--- src/rtl/frht_pkg.sv ---
// Shared types and constants for the flood relay history table
package frht_pkg;

    localparam int HIST_DEPTH_DEF = 32;

    localparam logic signed [7:0] SNR_THRESHOLD_RST = -8'sd5;
    localparam logic [15:0] RELAY_DELAY_RST = 16'd500;
    localparam logic [15:0] RETRY_DELAY_RST = 16'd50;

    localparam logic [1:0] OP_RECEIVE = 2'd0;
    localparam logic [1:0] OP_TICK    = 2'd1;
    localparam logic [1:0] OP_REJECT  = 2'd2;
    localparam logic [1:0] OP_UNDEF   = 2'd3;

    localparam logic [1:0] ST_RECEIVED = 2'd0;
    localparam logic [1:0] ST_PENDING  = 2'd1;
    localparam logic [1:0] ST_RELAYED  = 2'd2;
    localparam logic [1:0] ST_CANCELED = 2'd3;

    localparam logic [1:0] REG_SNR_THRESHOLD = 2'd0;
    localparam logic [1:0] REG_RELAY_DELAY   = 2'd1;
    localparam logic [1:0] REG_RETRY_DELAY   = 2'd2;

    typedef enum logic [2:0] {
        S_IDLE,
        S_RD,
        S_CHK,
        S_OUT,
        S_INS,
        S_REJ
    } state_t;

    typedef struct packed {
        logic load;      // capture input transaction, start at head
        logic rd;        // read entry at scan index
        logic advance;   // step scan index
        logic insert;    // write new entry at tail
        logic cancel;    // duplicate cancels pending relay if its snr beats the stored one and the threshold
        logic tick_upd;  // apply tick update to scanned entry
        logic reject;    // apply reject re-arm
        logic emit;      // load output register
        logic emit_new;
    } cmd_t;

    typedef struct packed {
        logic op_rx;
        logic op_tick;
        logic op_rej;
        logic scan_end;     // scan index reached tail
        logic flush_hold;   // final tick request waits for the output register
        logic hit;          // receive: crc matches
        logic tick_emit;    // tick: entry due and relayable
        logic out_busy;     // output register holds a transaction under stall
    } stat_t;

endpackage

--- src/rtl/frht_ctrl.sv ---
// Controller state machine for the flood relay history table
module frht_ctrl (
    input  logic             clk,
    input  logic             rst_n,
    input  logic             in_fire,
    input  frht_pkg::stat_t  st,
    output frht_pkg::cmd_t   cmd,
    output logic             busy
);

    frht_pkg::state_t state_reg, state_next;

    always_ff @(posedge clk or negedge rst_n)
    begin
        if (!rst_n)
            state_reg <= frht_pkg::S_IDLE;
        else
            state_reg <= state_next;
    end

    always_comb
    begin
        state_next = state_reg;
        unique case (state_reg)
            frht_pkg::S_IDLE:
                if (in_fire) state_next = frht_pkg::S_RD;
            frht_pkg::S_RD:
                priority if (st.op_rej) state_next = frht_pkg::S_REJ;
                else if (!st.op_rx && !st.op_tick) state_next = frht_pkg::S_IDLE;
                else if (st.scan_end)
                begin
                    if (st.op_rx)
                        state_next = frht_pkg::S_INS;
                    else if (!st.flush_hold)
                        state_next = frht_pkg::S_IDLE;
                end
                else state_next = frht_pkg::S_CHK;
            frht_pkg::S_CHK:
                priority if (st.op_rx && st.hit) state_next = frht_pkg::S_OUT;
                else if (st.op_tick && st.tick_emit) state_next = frht_pkg::S_OUT;
                else state_next = frht_pkg::S_RD;
            frht_pkg::S_OUT:
                if (!st.out_busy)
                    state_next = st.op_rx ? frht_pkg::S_IDLE : frht_pkg::S_RD;
            frht_pkg::S_INS:
                if (!st.out_busy) state_next = frht_pkg::S_IDLE;
            frht_pkg::S_REJ:
                state_next = frht_pkg::S_IDLE;
            default:
                state_next = frht_pkg::S_IDLE;
        endcase
    end

    always_comb
    begin
        cmd = '0;
        busy = 1'b1;
        unique case (state_reg)
            frht_pkg::S_IDLE:
            begin
                busy = 1'b0;
                cmd.load = in_fire;
            end
            frht_pkg::S_RD:
                cmd.rd = 1'b1;
            frht_pkg::S_CHK:
            begin
                // tick entries not emitted are updated and skipped here
                if (st.op_tick && !st.tick_emit)
                begin
                    cmd.tick_upd = 1'b1;
                    cmd.advance = 1'b1;
                end
                if (st.op_rx && !st.hit)
                    cmd.advance = 1'b1;
            end
            frht_pkg::S_OUT:
                if (!st.out_busy)
                begin
                    cmd.emit = 1'b1;
                    if (st.op_rx)
                        cmd.cancel = 1'b1;
                    else
                    begin
                        cmd.tick_upd = 1'b1;
                        cmd.advance = 1'b1;
                    end
                end
            frht_pkg::S_INS:
                if (!st.out_busy)
                begin
                    cmd.insert = 1'b1;
                    cmd.emit = 1'b1;
                    cmd.emit_new = 1'b1;
                end
            frht_pkg::S_REJ:
                cmd.reject = 1'b1;
            default:
                cmd = '0;
        endcase
    end

endmodule

--- src/rtl/frht_dp.sv ---
// Datapath: ring memory, scan pointer, config registers and output register
module frht_dp #(
    parameter int HIST_DEPTH = frht_pkg::HIST_DEPTH_DEF
) (
    input  logic               clk,
    input  logic               rst_n,
    input  frht_pkg::cmd_t     cmd,
    output frht_pkg::stat_t    st,
    input  logic               cfg_we,
    input  logic [1:0]         cfg_index,
    input  logic [15:0]        cfg_data,
    input  logic [1:0]         op,
    input  logic [31:0]        now,
    input  logic [31:0]        packet_crc,
    input  logic signed [7:0]  packet_snr,
    input  logic               has_ttl,
    input  logic [7:0]         ttl_in,
    input  logic               for_me,
    input  logic [4:0]         reject_slot,
    output logic               out_valid,
    input  logic               out_stall,
    output logic               kind,
    output logic               is_new,
    output logic [4:0]         slot,
    output logic [31:0]        entry_crc_out,
    output logic [7:0]         ttl_out,
    output logic               last
);

    localparam int AW = $clog2(HIST_DEPTH);

    // entry: crc, snr, status, due, ttl, has_ttl
    typedef struct packed {
        logic [31:0]       crc;
        logic signed [7:0] snr;
        logic [1:0]        status;
        logic [31:0]       due;
        logic [7:0]        ttl;
        logic              hv;
    } entry_t;

    entry_t mem [HIST_DEPTH];
    entry_t rd_reg;

    logic signed [7:0] thr_reg;
    logic [15:0] relay_reg, retry_reg;
    logic [AW-1:0] head_reg, tail_reg, idx_reg, idx_next;
    logic [1:0] op_reg;
    logic [31:0] now_reg, crc_reg;
    logic signed [7:0] snr_reg;
    logic hv_reg, me_reg;
    logic [7:0] ttl_reg;
    logic [4:0] rslot_reg;
    logic [AW-1:0] rej_idx;
    logic rej_in_range, rej_live;
    logic [AW-1:0] off, cnt, tail_next;
    logic relayable;

    // whether the ring after the current entry holds another emit: a lookahead is
    // costly, so each tick result is held until the next one or scan end sets last
    logic ov_reg, kind_reg, new_reg, last_reg;
    logic [4:0] slot_reg;
    logic [31:0] ocrc_reg;
    logic [7:0] ottl_reg;
    logic pend_reg; // tick emit held until the next one or scan end

    function automatic logic [AW-1:0] inc(input logic [AW-1:0] i);
        logic [AW-1:0] r;
        begin
            if (i == AW'(HIST_DEPTH - 1)) r = '0;
            else r = i + 1'b1;
            return r;
        end
    endfunction

    always_ff @(posedge clk or negedge rst_n)
    begin
        if (!rst_n)
        begin
            thr_reg   <= frht_pkg::SNR_THRESHOLD_RST;
            relay_reg <= frht_pkg::RELAY_DELAY_RST;
            retry_reg <= frht_pkg::RETRY_DELAY_RST;
        end
        else if (cfg_we)
        begin
            unique case (cfg_index)
                frht_pkg::REG_SNR_THRESHOLD: thr_reg <= cfg_data[7:0];
                frht_pkg::REG_RELAY_DELAY:   relay_reg <= cfg_data;
                frht_pkg::REG_RETRY_DELAY:   retry_reg <= cfg_data;
                default: ;
            endcase
        end
    end

    always_ff @(posedge clk)
    begin
        if (cmd.load)
        begin
            op_reg <= op;
            now_reg <= now;
            crc_reg <= packet_crc;
            snr_reg <= packet_snr;
            hv_reg <= has_ttl;
            ttl_reg <= ttl_in;
            me_reg <= for_me;
            rslot_reg <= reject_slot;
        end
    end

    assign idx_next = cmd.load ? head_reg : (cmd.advance ? inc(idx_reg) : idx_reg);

    assign tail_next = inc(tail_reg);

    always_ff @(posedge clk or negedge rst_n)
    begin
        if (!rst_n)
        begin
            head_reg <= '0;
            tail_reg <= '0;
            idx_reg <= '0;
        end
        else
        begin
            idx_reg <= idx_next;
            if (cmd.insert)
            begin
                tail_reg <= tail_next;
                if (tail_next == head_reg) head_reg <= inc(head_reg);
            end
        end
    end

    logic [31:0] diff;
    assign diff = now_reg - rd_reg.due;
    assign relayable = rd_reg.hv && (rd_reg.ttl != 8'd0);

    assign rej_in_range = ({4'b0000, rslot_reg} < 9'(HIST_DEPTH));
    assign rej_idx = AW'(rslot_reg);
    assign off = rej_idx - head_reg + ((rej_idx < head_reg) ? AW'(HIST_DEPTH) : AW'(0));
    assign cnt = tail_reg - head_reg + ((tail_reg < head_reg) ? AW'(HIST_DEPTH) : AW'(0));
    assign rej_live = rej_in_range && (off < cnt);

    logic tick_hit;
    assign tick_hit = (rd_reg.status == frht_pkg::ST_PENDING) && !diff[31];

    entry_t wr_entry;
    logic [AW-1:0] wr_addr;
    logic wr_en;

    always_comb
    begin
        wr_entry = rd_reg;
        wr_addr = idx_reg;
        wr_en = 1'b0;
        priority if (cmd.insert)
        begin
            wr_addr = tail_reg;
            wr_en = 1'b1;
            wr_entry.crc = crc_reg;
            wr_entry.snr = snr_reg;
            wr_entry.ttl = ttl_reg;
            wr_entry.hv = hv_reg;
            if (hv_reg && ttl_reg != 8'd0 && !me_reg)
            begin
                wr_entry.status = frht_pkg::ST_PENDING;
                wr_entry.due = now_reg + {16'd0, relay_reg};
            end
            else
            begin
                wr_entry.status = frht_pkg::ST_RECEIVED;
                wr_entry.due = '0;
            end
        end
        else if (cmd.cancel)
        begin
            if (rd_reg.status == frht_pkg::ST_PENDING && snr_reg > rd_reg.snr
                && snr_reg > thr_reg)
            begin
                wr_en = 1'b1;
                wr_entry.status = frht_pkg::ST_CANCELED;
                wr_entry.due = '0;
            end
        end
        else if (cmd.tick_upd)
        begin
            if (tick_hit)
            begin
                wr_en = 1'b1;
                if (relayable)
                begin
                    wr_entry.status = frht_pkg::ST_RELAYED;
                    wr_entry.due = '0;
                end
                else
                    wr_entry.status = frht_pkg::ST_CANCELED;
            end
        end
        else if (cmd.reject)
        begin
            wr_addr = rej_idx;
            if (rej_live && rd_reg.status == frht_pkg::ST_RELAYED)
            begin
                wr_en = 1'b1;
                wr_entry.status = frht_pkg::ST_PENDING;
                wr_entry.due = now_reg + {16'd0, retry_reg};
            end
        end
    end

    logic [AW-1:0] rd_addr;
    assign rd_addr = (op_reg == frht_pkg::OP_REJECT) ? rej_idx : idx_reg;

    always_ff @(posedge clk)
    begin
        if (wr_en) mem[wr_addr] <= wr_entry;
        if (cmd.rd) rd_reg <= mem[rd_addr];
    end

    // tick results are held one step so the final one can carry last
    logic [4:0] pslot_reg;
    logic [31:0] pcrc_reg;
    logic [7:0] pttl_reg;
    logic out_busy;
    logic flush;
    assign out_busy = ov_reg && out_stall;
    assign flush = pend_reg && (op_reg == frht_pkg::OP_TICK) && cmd.rd && (idx_reg == tail_reg);

    always_ff @(posedge clk or negedge rst_n)
    begin
        if (!rst_n)
        begin
            ov_reg <= 1'b0;
            pend_reg <= 1'b0;
        end
        else
        begin
            if (cmd.emit && op_reg == frht_pkg::OP_TICK)
            begin
                ov_reg <= pend_reg;
                pend_reg <= 1'b1;
            end
            else if (cmd.emit)
                ov_reg <= 1'b1;
            else if (flush && !out_busy)
            begin
                ov_reg <= 1'b1;
                pend_reg <= 1'b0;
            end
            else if (ov_reg && !out_stall)
                ov_reg <= 1'b0;
        end
    end

    always_ff @(posedge clk)
    begin
        if (cmd.emit && op_reg == frht_pkg::OP_TICK)
        begin
            pslot_reg <= 5'(idx_reg);
            pcrc_reg <= rd_reg.crc;
            pttl_reg <= rd_reg.ttl - 8'd1;
            if (pend_reg)
            begin
                kind_reg <= 1'b1;
                new_reg <= 1'b0;
                slot_reg <= pslot_reg;
                ocrc_reg <= pcrc_reg;
                ottl_reg <= pttl_reg;
                last_reg <= 1'b0;
            end
        end
        else if (cmd.emit)
        begin
            kind_reg <= 1'b0;
            new_reg <= cmd.emit_new;
            slot_reg <= cmd.emit_new ? 5'(tail_reg) : 5'(idx_reg);
            ocrc_reg <= crc_reg;
            ottl_reg <= 8'd0;
            last_reg <= 1'b1;
        end
        else if (flush && !out_busy)
        begin
            kind_reg <= 1'b1;
            new_reg <= 1'b0;
            slot_reg <= pslot_reg;
            ocrc_reg <= pcrc_reg;
            ottl_reg <= pttl_reg;
            last_reg <= 1'b1;
        end
    end

    always_comb
    begin
        st.op_rx = (op_reg == frht_pkg::OP_RECEIVE);
        st.op_tick = (op_reg == frht_pkg::OP_TICK);
        st.op_rej = (op_reg == frht_pkg::OP_REJECT);
        st.scan_end = (idx_reg == tail_reg);
        st.flush_hold = flush && out_busy;
        st.hit = (rd_reg.crc == crc_reg);
        st.tick_emit = tick_hit && relayable;
        st.out_busy = out_busy;
    end

    assign out_valid = ov_reg;
    assign kind = kind_reg;
    assign is_new = new_reg;
    assign slot = slot_reg;
    assign entry_crc_out = ocrc_reg;
    assign ttl_out = ottl_reg;
    assign last = last_reg;

endmodule

--- src/rtl/flood_relay_history_table_core.sv ---
// Top level of the flood relay history table
//  channel | valid     | stall     | payload
//  in      | in_valid  | in_stall  | op now packet_crc packet_snr has_ttl ttl_in for_me reject_slot
//  out     | out_valid | out_stall | kind is_new slot entry_crc_out ttl_out last
// Receive: each live entry from head to tail is read and then checked, up to a duplicate;
// a new packet is then inserted at the tail. Tick: every live entry is read and checked,
// and a relay request is issued for each due, relayable one. Reject and unknown ops read once.
// Read and check are separate states because the ring memory read port is registered.
// Reset clears pointers and config; no clearing pass. One transaction at a time;
// a stalled output holds the scan.
module flood_relay_history_table_core #(
    parameter int HIST_DEPTH = frht_pkg::HIST_DEPTH_DEF
) (
    input  logic               clk,
    input  logic               rst_n,
    input  logic               cfg_we,
    input  logic [1:0]         cfg_index,
    input  logic [15:0]        cfg_data,
    input  logic               in_valid,
    output logic               in_stall,
    input  logic [1:0]         op,
    input  logic [31:0]        now,
    input  logic [31:0]        packet_crc,
    input  logic signed [7:0]  packet_snr,
    input  logic               has_ttl,
    input  logic [7:0]         ttl_in,
    input  logic               for_me,
    input  logic [4:0]         reject_slot,
    output logic               out_valid,
    input  logic               out_stall,
    output logic               kind,
    output logic               is_new,
    output logic [4:0]         slot,
    output logic [31:0]        entry_crc_out,
    output logic [7:0]         ttl_out,
    output logic               last
);

    frht_pkg::cmd_t cmd;
    frht_pkg::stat_t st;
    logic busy;

    assign in_stall = busy;

    frht_ctrl u_ctrl (
        .clk(clk), .rst_n(rst_n), .in_fire(in_valid && !busy),
        .st(st), .cmd(cmd), .busy(busy)
    );

    frht_dp #(.HIST_DEPTH(HIST_DEPTH)) u_dp (
        .clk(clk), .rst_n(rst_n), .cmd(cmd), .st(st),
        .cfg_we(cfg_we), .cfg_index(cfg_index), .cfg_data(cfg_data),
        .op(op), .now(now), .packet_crc(packet_crc), .packet_snr(packet_snr),
        .has_ttl(has_ttl), .ttl_in(ttl_in), .for_me(for_me), .reject_slot(reject_slot),
        .out_valid(out_valid), .out_stall(out_stall), .kind(kind), .is_new(is_new),
        .slot(slot), .entry_crc_out(entry_crc_out), .ttl_out(ttl_out), .last(last)
    );

endmodule

--- config.mk ---
export PLATFORM = sky130hd
export DESIGN_NAME = flood_relay_history_table_core
export DESIGN_NICKNAME = d
export VERILOG_FILES = /design/src/rtl/frht_pkg.sv /design/src/rtl/frht_ctrl.sv /design/src/rtl/frht_dp.sv /design/src/rtl/flood_relay_history_table_core.sv
export SDC_FILE = /design/constraint.sdc
export NUM_CORES = 2
export LEC_CHECK = 0
export BUFFER_PORTS_ARGS = -buffer_cell sky130_fd_sc_hd__buf_2
export CORE_MARGIN = 3
export CORE_UTILIZATION = 49
export DETAILED_ROUTE_END_ITERATION = 12
export RECOVER_POWER = 100
export REMOVE_ABC_BUFFERS = 1
export SLEW_MARGIN = 20
export SYNTH_ARGS = -nofsm -noshare
export SYNTH_HDL_FRONTEND = slang
export SYNTH_SLANG_ARGS = --single-unit
--- constraint.sdc ---
create_clock -name clk -period 31.3 [get_ports clk]
set_input_delay 6.26 -clock clk [delete_from_list [all_inputs] [get_ports clk]]
set_output_delay 6.26 -clock clk [all_outputs]
set_load 0.05 [all_outputs]
After elaboration in Yosys (flattened, before gate mapping)
Memory sizes are Yosys's and may differ from the RTL's. A register that Yosys moved wholly into a read port is not among the register bits.
Cells that the tools add are included.
{"block": "word_totals", "inputBits": 112, "reg_bits": 242, "wordCells": 198, "mem_bits_rw": 2656, "memories": 1}
{"block": "classes", "reduce_logical": 46, "magnitude_cmp": 3, "eq_ne": 23, "n_mux": 90, "add_sub_neg": 9}
{"memory": "u_dp.mem", "depth": 32, "width": 83, "read_ports": 1, "rd_clocked_by_memory_dff": 1, "write_ports": 1, "line_no": "frht_dp.sv:42", "text": "entry_t mem [HIST_DEPTH];"}
{"op": "34-bit two-way mux", "count": 7}
{"op": "32-bit two-way mux", "count": 5}
{"op": "5-bit two-way mux", "count": 15}
{"op": "32-bit by 16-bit adder with 32-bit output", "count": 2}
{"op": "1-bit two-way mux", "count": 40}
{"op": "40-bit two-way mux", "count": 1}
{"op": "33-bit two-way mux", "count": 1}
{"op": "32-bit == test", "count": 1}
{"op": "8-bit two-way mux", "count": 4}
{"op": "32-bit subtractor", "count": 1}
{"op": "3-bit two-way mux", "count": 9}
{"op": "1-bit logical AND", "count": 22}
{"op": "8-bit > comparator", "count": 2}
{"op": "8-bit nonzero test", "count": 2}
{"op": "5-bit by 1-bit adder with 5-bit output, second input constant", "count": 3}
{"op": "5-bit == test, second input constant", "count": 3}
{"op": "3-bit case mux with 5 select lines", "count": 1}
{"op": "2-bit AND reduction", "count": 6}
{"op": "5-bit == test", "count": 2}
{"op": "5-bit subtractor", "count": 2}
{"op": "9-bit two-way mux", "count": 1}
{"op": "1-bit zero test", "count": 8}
{"op": "8-bit by 1-bit subtractor with 8-bit output, second input constant", "count": 1}
{"op": "2-bit by 1-bit == test with 1-bit output, second input constant", "count": 3}
{"op": "16 further kinds", "count": 29}

Longest topological paths before layout
{"block": "depth", "depth_word": 13, "mapped_depth": 16}

Modules after synthesis
From an unflattened synthesis, not the netlist that was laid out.
{"block": "unflattened", "hier_cells": 6321, "hier_area_um2": 118835.2}
{"mod": "frht_dp", "seq_area_each_um2": 89160.5, "instances": 1, "area_each_um2": 118452.4, "cells_per_inst": 6273}
{"mod": "frht_ctrl", "seq_area_each_um2": 75.1, "instances": 1, "area_each_um2": 369.1, "cells_per_inst": 47}
{"mod": "flood_relay_history_table_core", "seq_area_each_um2": 0.0, "instances": 1, "area_each_um2": 13.8, "cells_per_inst": 1}

Worst setup path after synthesis
No wires, ideal clock.
{"block": "synth_timing", "path_kind": "input-to-reg", "from": "input out_stall", "to": "memory u_dp.mem[14][0] in the netlist's numbering (enable)", "path_slack_ns": 15.315, "t_arrival_ns": 15.257, "path_buffers": 1, "required_ns": 30.571, "path_stages": 7, "path_cell_list": "a21oi_1 nand2_1 nor3_1 or3_1 buf_2 o21ai_2 nor4_1"}
{"block": "synth_between", "elab_chain_cells": 8}
{"item": "start: declaration", "line_no": "flood_relay_history_table_core.sv:30", "text": "input logic out_stall,"}
{"item": "1-bit logical AND (*)", "line_no": "frht_dp.sv:225", "text": "assign out_busy = ov_reg && out_stall;"}
{"item": "2-bit two-way mux", "line_no": "frht_ctrl.sv:78", "text": "if (!st.out_busy)"}
{"item": "1-bit case mux with 2 select lines", "line_no": "frht_ctrl.sv:58", "text": "unique case (state_reg)"}
{"item": "1-bit two-way mux", "line_no": "frht_dp.sv:184", "text": "else if (cmd.tick_upd)"}
{"item": "1-bit two-way mux", "line_no": "frht_dp.sv:174", "text": "else if (cmd.cancel)"}
{"item": "1-bit two-way mux", "line_no": "frht_dp.sv:155", "text": "priority if (cmd.insert)"}
{"item": "1-bit two-way mux", "line_no": "frht_dp.sv:215", "text": "if (wr_en) mem[wr_addr] <= wr_entry;"}
{"item": "1-bit two-way mux (not written as such)", "line_no": "frht_dp.sv:215"}
{"item": "end: declaration", "line_no": "frht_dp.sv:42"}
Mark *: on every way between the ends. The rest lies on a longest branch, timed or not.

Final worst setup path
{"block": "layout_timing", "from": "input out_stall", "to": "memory u_dp.mem[16][47] in the netlist's numbering (enable)"}
Same word-level chain as after synthesis.

==> run summary <==
Die height: 498 um
Register area share after synthesis: 0.753
Post-CTS Hold Buffers: 0
Tmin final: 16.86 ns
Worst-Skew Late Latency: 0.95 ns
CP cell instances: clkbuf_1 -> a21oi_1 -> clkbuf_1 -> o21ai_0 -> nand2b_1 -> nor2_1 -> clkbuf_1 -> clkbuf_1
CTS H-tree lvls: 5
Combinational Power Share: 0.278
Worst hold path type: reg2reg
Failing checks: capacitance limit, slew limit
Peak Freq: 0.0593 GHz
Leading register cell type out of synthesis: edfxtp_1
Initial antenna violation count: 21
Syn_area_per_cell: 18.7 sq um
First-pass DRT Iterations: 6
DR iter-0 viols: 6,787
Cell taking the most area after synthesis: edfxtp_1
Crit-path leading delay family: buffers and inverters
CP max-delay cell: clkbuf_1
Inserted Clock Buffers: 324
Switching power: 4.03 mW
Layout cell share with drive strength beyond 1: 0.195
Grt total ovfl: 0
Setup Fix Bufs, Post-CTS: 0
CP Max Fanout: 39
Largest net degree at the start of global routing: 134
CP bufs+invs: 4
CTS max path bufs: 4
Crit start category: primary input
Hpwl dp: 181 mm
Setup ws final: 14.44 ns
Pwr dens: 96.4 nW/um^2
Worst setup EP type: flip-flop
Power share of the clock group: 0.290
Least-Margin Pin Slew: 8.56 ns
# IOs: 162
VDD IR-drop max: 0.0667 mV
Synthesized flop and latch total: 2,981
Area of the core: 239,000 sq um
Fill cells: 18,456
Pleak: 43.4 nW
Top-area cell type share of the netlist area: 0.740
First-pass GRT wire length: 461 mm
Async S/R FF share, synth: 0.0201
Die area: 248,000 sq um
Critical Path AT: 17.29 ns
Max reg flops: 2,656
Status: complete, but fails checks
WS Path Type: in2reg
Overall Global Routing Usage: 0.259
Top post-synthesis cells by area: edfxtp_1, mux4_2, nand2_1
Crit path top cell by count: clkbuf_1
Vias: 62,420
Clock root buffer: clkbuf_16
Crit-path max cell delay: 2.55 ns
Sequential Area: 89,200 sq um
Vias in the first global route: 63,168
Fin Setup TNS: 0 ns
Final Hold Fails: 0
Gpl congestion: 0.842
Vias per cell: 6.20
Remaining DRCs: 0
Total Wirelength: 323 mm
Die W: 498 um
Layout overhead on the synthesized area: 12.2%
RSZ-0062 raised after global routing: no
Pint: 8.78 mW
Clock Skew: 0.0767 ns
IO buf count: 161
Pre-CTS WS: 19.39 ns
Post-synth EDFFs: 2,921
Final Power: 12.8 mW
Max cap viols: 132
Post-route ant nets: 0
Post-Syn Area: 118,000 sq um
Final setup viols: 0
Period utilization: 0.539
CTS tree: yes
Synth cell types: 76
Sequential power share: 0.431
Initial Utilization: 0.495
Post-cts gate resize count: 0
Number of cell rows: 179
Cell count after synthesis: 6,349
Final Max Tran Viols: 4,568
Clock sink count: 2,981
WL/cell: 32.1 um
Synthesis warning total: 0
Worst endpoint required time: 31.72 ns
Multi-input logic area: 27,700 sq um
Fin nets: 6,884
Sw Share: 0.314
Clock Pin Slew Worst Setup and Hold Paths: 0.06 ns
Worst rel slew slack: -4.70
## cells in the final DEF, fill, tap and decap left out, drive strengths merged, types with 75 or more instances in the layout
master / instances
ha: 98
mux2: 75
edfxtp: 2921
nand3: 437
nand2: 959
inv: 76
mux4: 664
nor2: 124
clkbuf: 588
o21ai: 157
clkinv: 102
buf: 124
## cell usage after synthesis, drive strengths merged (5+ instances only)
cell       n
nor2b      9
mux4     664
o21bai     5
xnor2     39
and3      12
dfstp     16
and2      16
nor4      21
xor2      62
clkbuf   145
nand2    959
o21ai    157
edfxtp  2921
a211o      5
inv       69
o21a       9
mux2i     12
a221o      8
mux2      75
a21oi     71
nand3    437
nand4     20
a21o      18
o32ai      6
buf      182
ha        98
nand2b    13
nor2     124
a211oi    10
nor3      26
o211ai    16
a2111o     5
o22ai     17
dfrtp     44
## power by group through the flow
stage	Combinational, mW	Clock [mW]	Sequential (mW)
6_report	3.56	3.72	5.52
5_1_grt	3.86	3.94	5.54
4_1_cts	3.63	3.78	5.47
3_5_place_dp	3.62	0	5.55
3_3_place_gp	3.56	0	5.55
2_1_floorplan	5.16	0	5.52
## per-stage QoR
stage | cells | hold WS [ns] | utilization | cell area (sq um)
floorplan | 6022 | 0.460 | - | 117000
global placement | 9508 | 0.489 | 0.517 | 124000
detailed placement | 9510 | 0.493 | 0.517 | 124000
CTS | 10056 | 0.511 | 0.560 | 134000
global route | 10063 | 0.536 | 0.555 | 133000
finish | 10066 | 0.517 | 0.556 | 133000
## worst paths after layout
path / depth (start not counted) / endpoint / slack [ns] / start
max in group asynchronous: 2 / u_dp.idx_reg[2]$_DFFE_PN0P_ / 22.42 / rst_n
max: 8 / u_dp.mem[16][47]$_DFFE_PP_ / 14.44 / out_stall
min: 1 / u_dp.retry_reg[8]$_DFFE_PN0P_ / 0.52 / u_dp.retry_reg[8]$_DFFE_PN0P_
max reg2reg: 11 / u_dp.rd_reg[60]$_DFFE_PN_ / 17.79 / u_dp.op_reg[1]$_DFFE_PP_
min in group asynchronous: 1 / u_dp.thr_reg[2]$_DFFE_PN0P_ / 5.38 / rst_n
min reg2reg: 1 / u_dp.retry_reg[8]$_DFFE_PN0P_ / 0.52 / u_dp.retry_reg[8]$_DFFE_PN0P_
## layout make-up
class                   count  area share
inverters                  69     0.00195
repair buffers            322      0.0115
diodes                      9    0.000169
multi-input cells        2972       0.208
well taps                3167      0.0298
flip-flops and latches   2981       0.672
clock buffers             390      0.0638
clock inverters           156      0.0128
## worst reg2reg max path, delay by kind of cell, from the launching register on
| family | cells | cell delay (ns) |
|---|---|---|
| buffers and inverters | 4 | 10.69 |
| muxes | 2 | 1.09 |
| and+or+nand+nor | 4 | 0.78 |
| DFF | 1 | 0.50 |
| AOI/OAI and AO/OA | 1 | 0.15 |
## kinds of logic (layout without fill, tap and decap cells)
family                   Yosys count  count (layout)  share of synthesized area
AO/OA/AOI/OAI                    357             357                     0.0190
XOR/XNOR                         101             101                    0.00747
adder cells (fa/ha/maj)          102             102                     0.0110
buffers and inverters            396             937                     0.0146
flip-flops                      2981            2981                      0.753
multiplexers                     751             751                      0.134
other                              0               9                          0
AND/OR/NAND/NOR                 1661            1661                     0.0603
## metal layers
metal	up-vias	global-route usage	wire length, um
li1	25891	-	-
met1	33212	0.354	127000
met2	2762	0.427	159000
met3	555	0.0363	23100
met4	0	0.0989	13900
met5	-	0	0
Power figures use the tool's default switching activity.
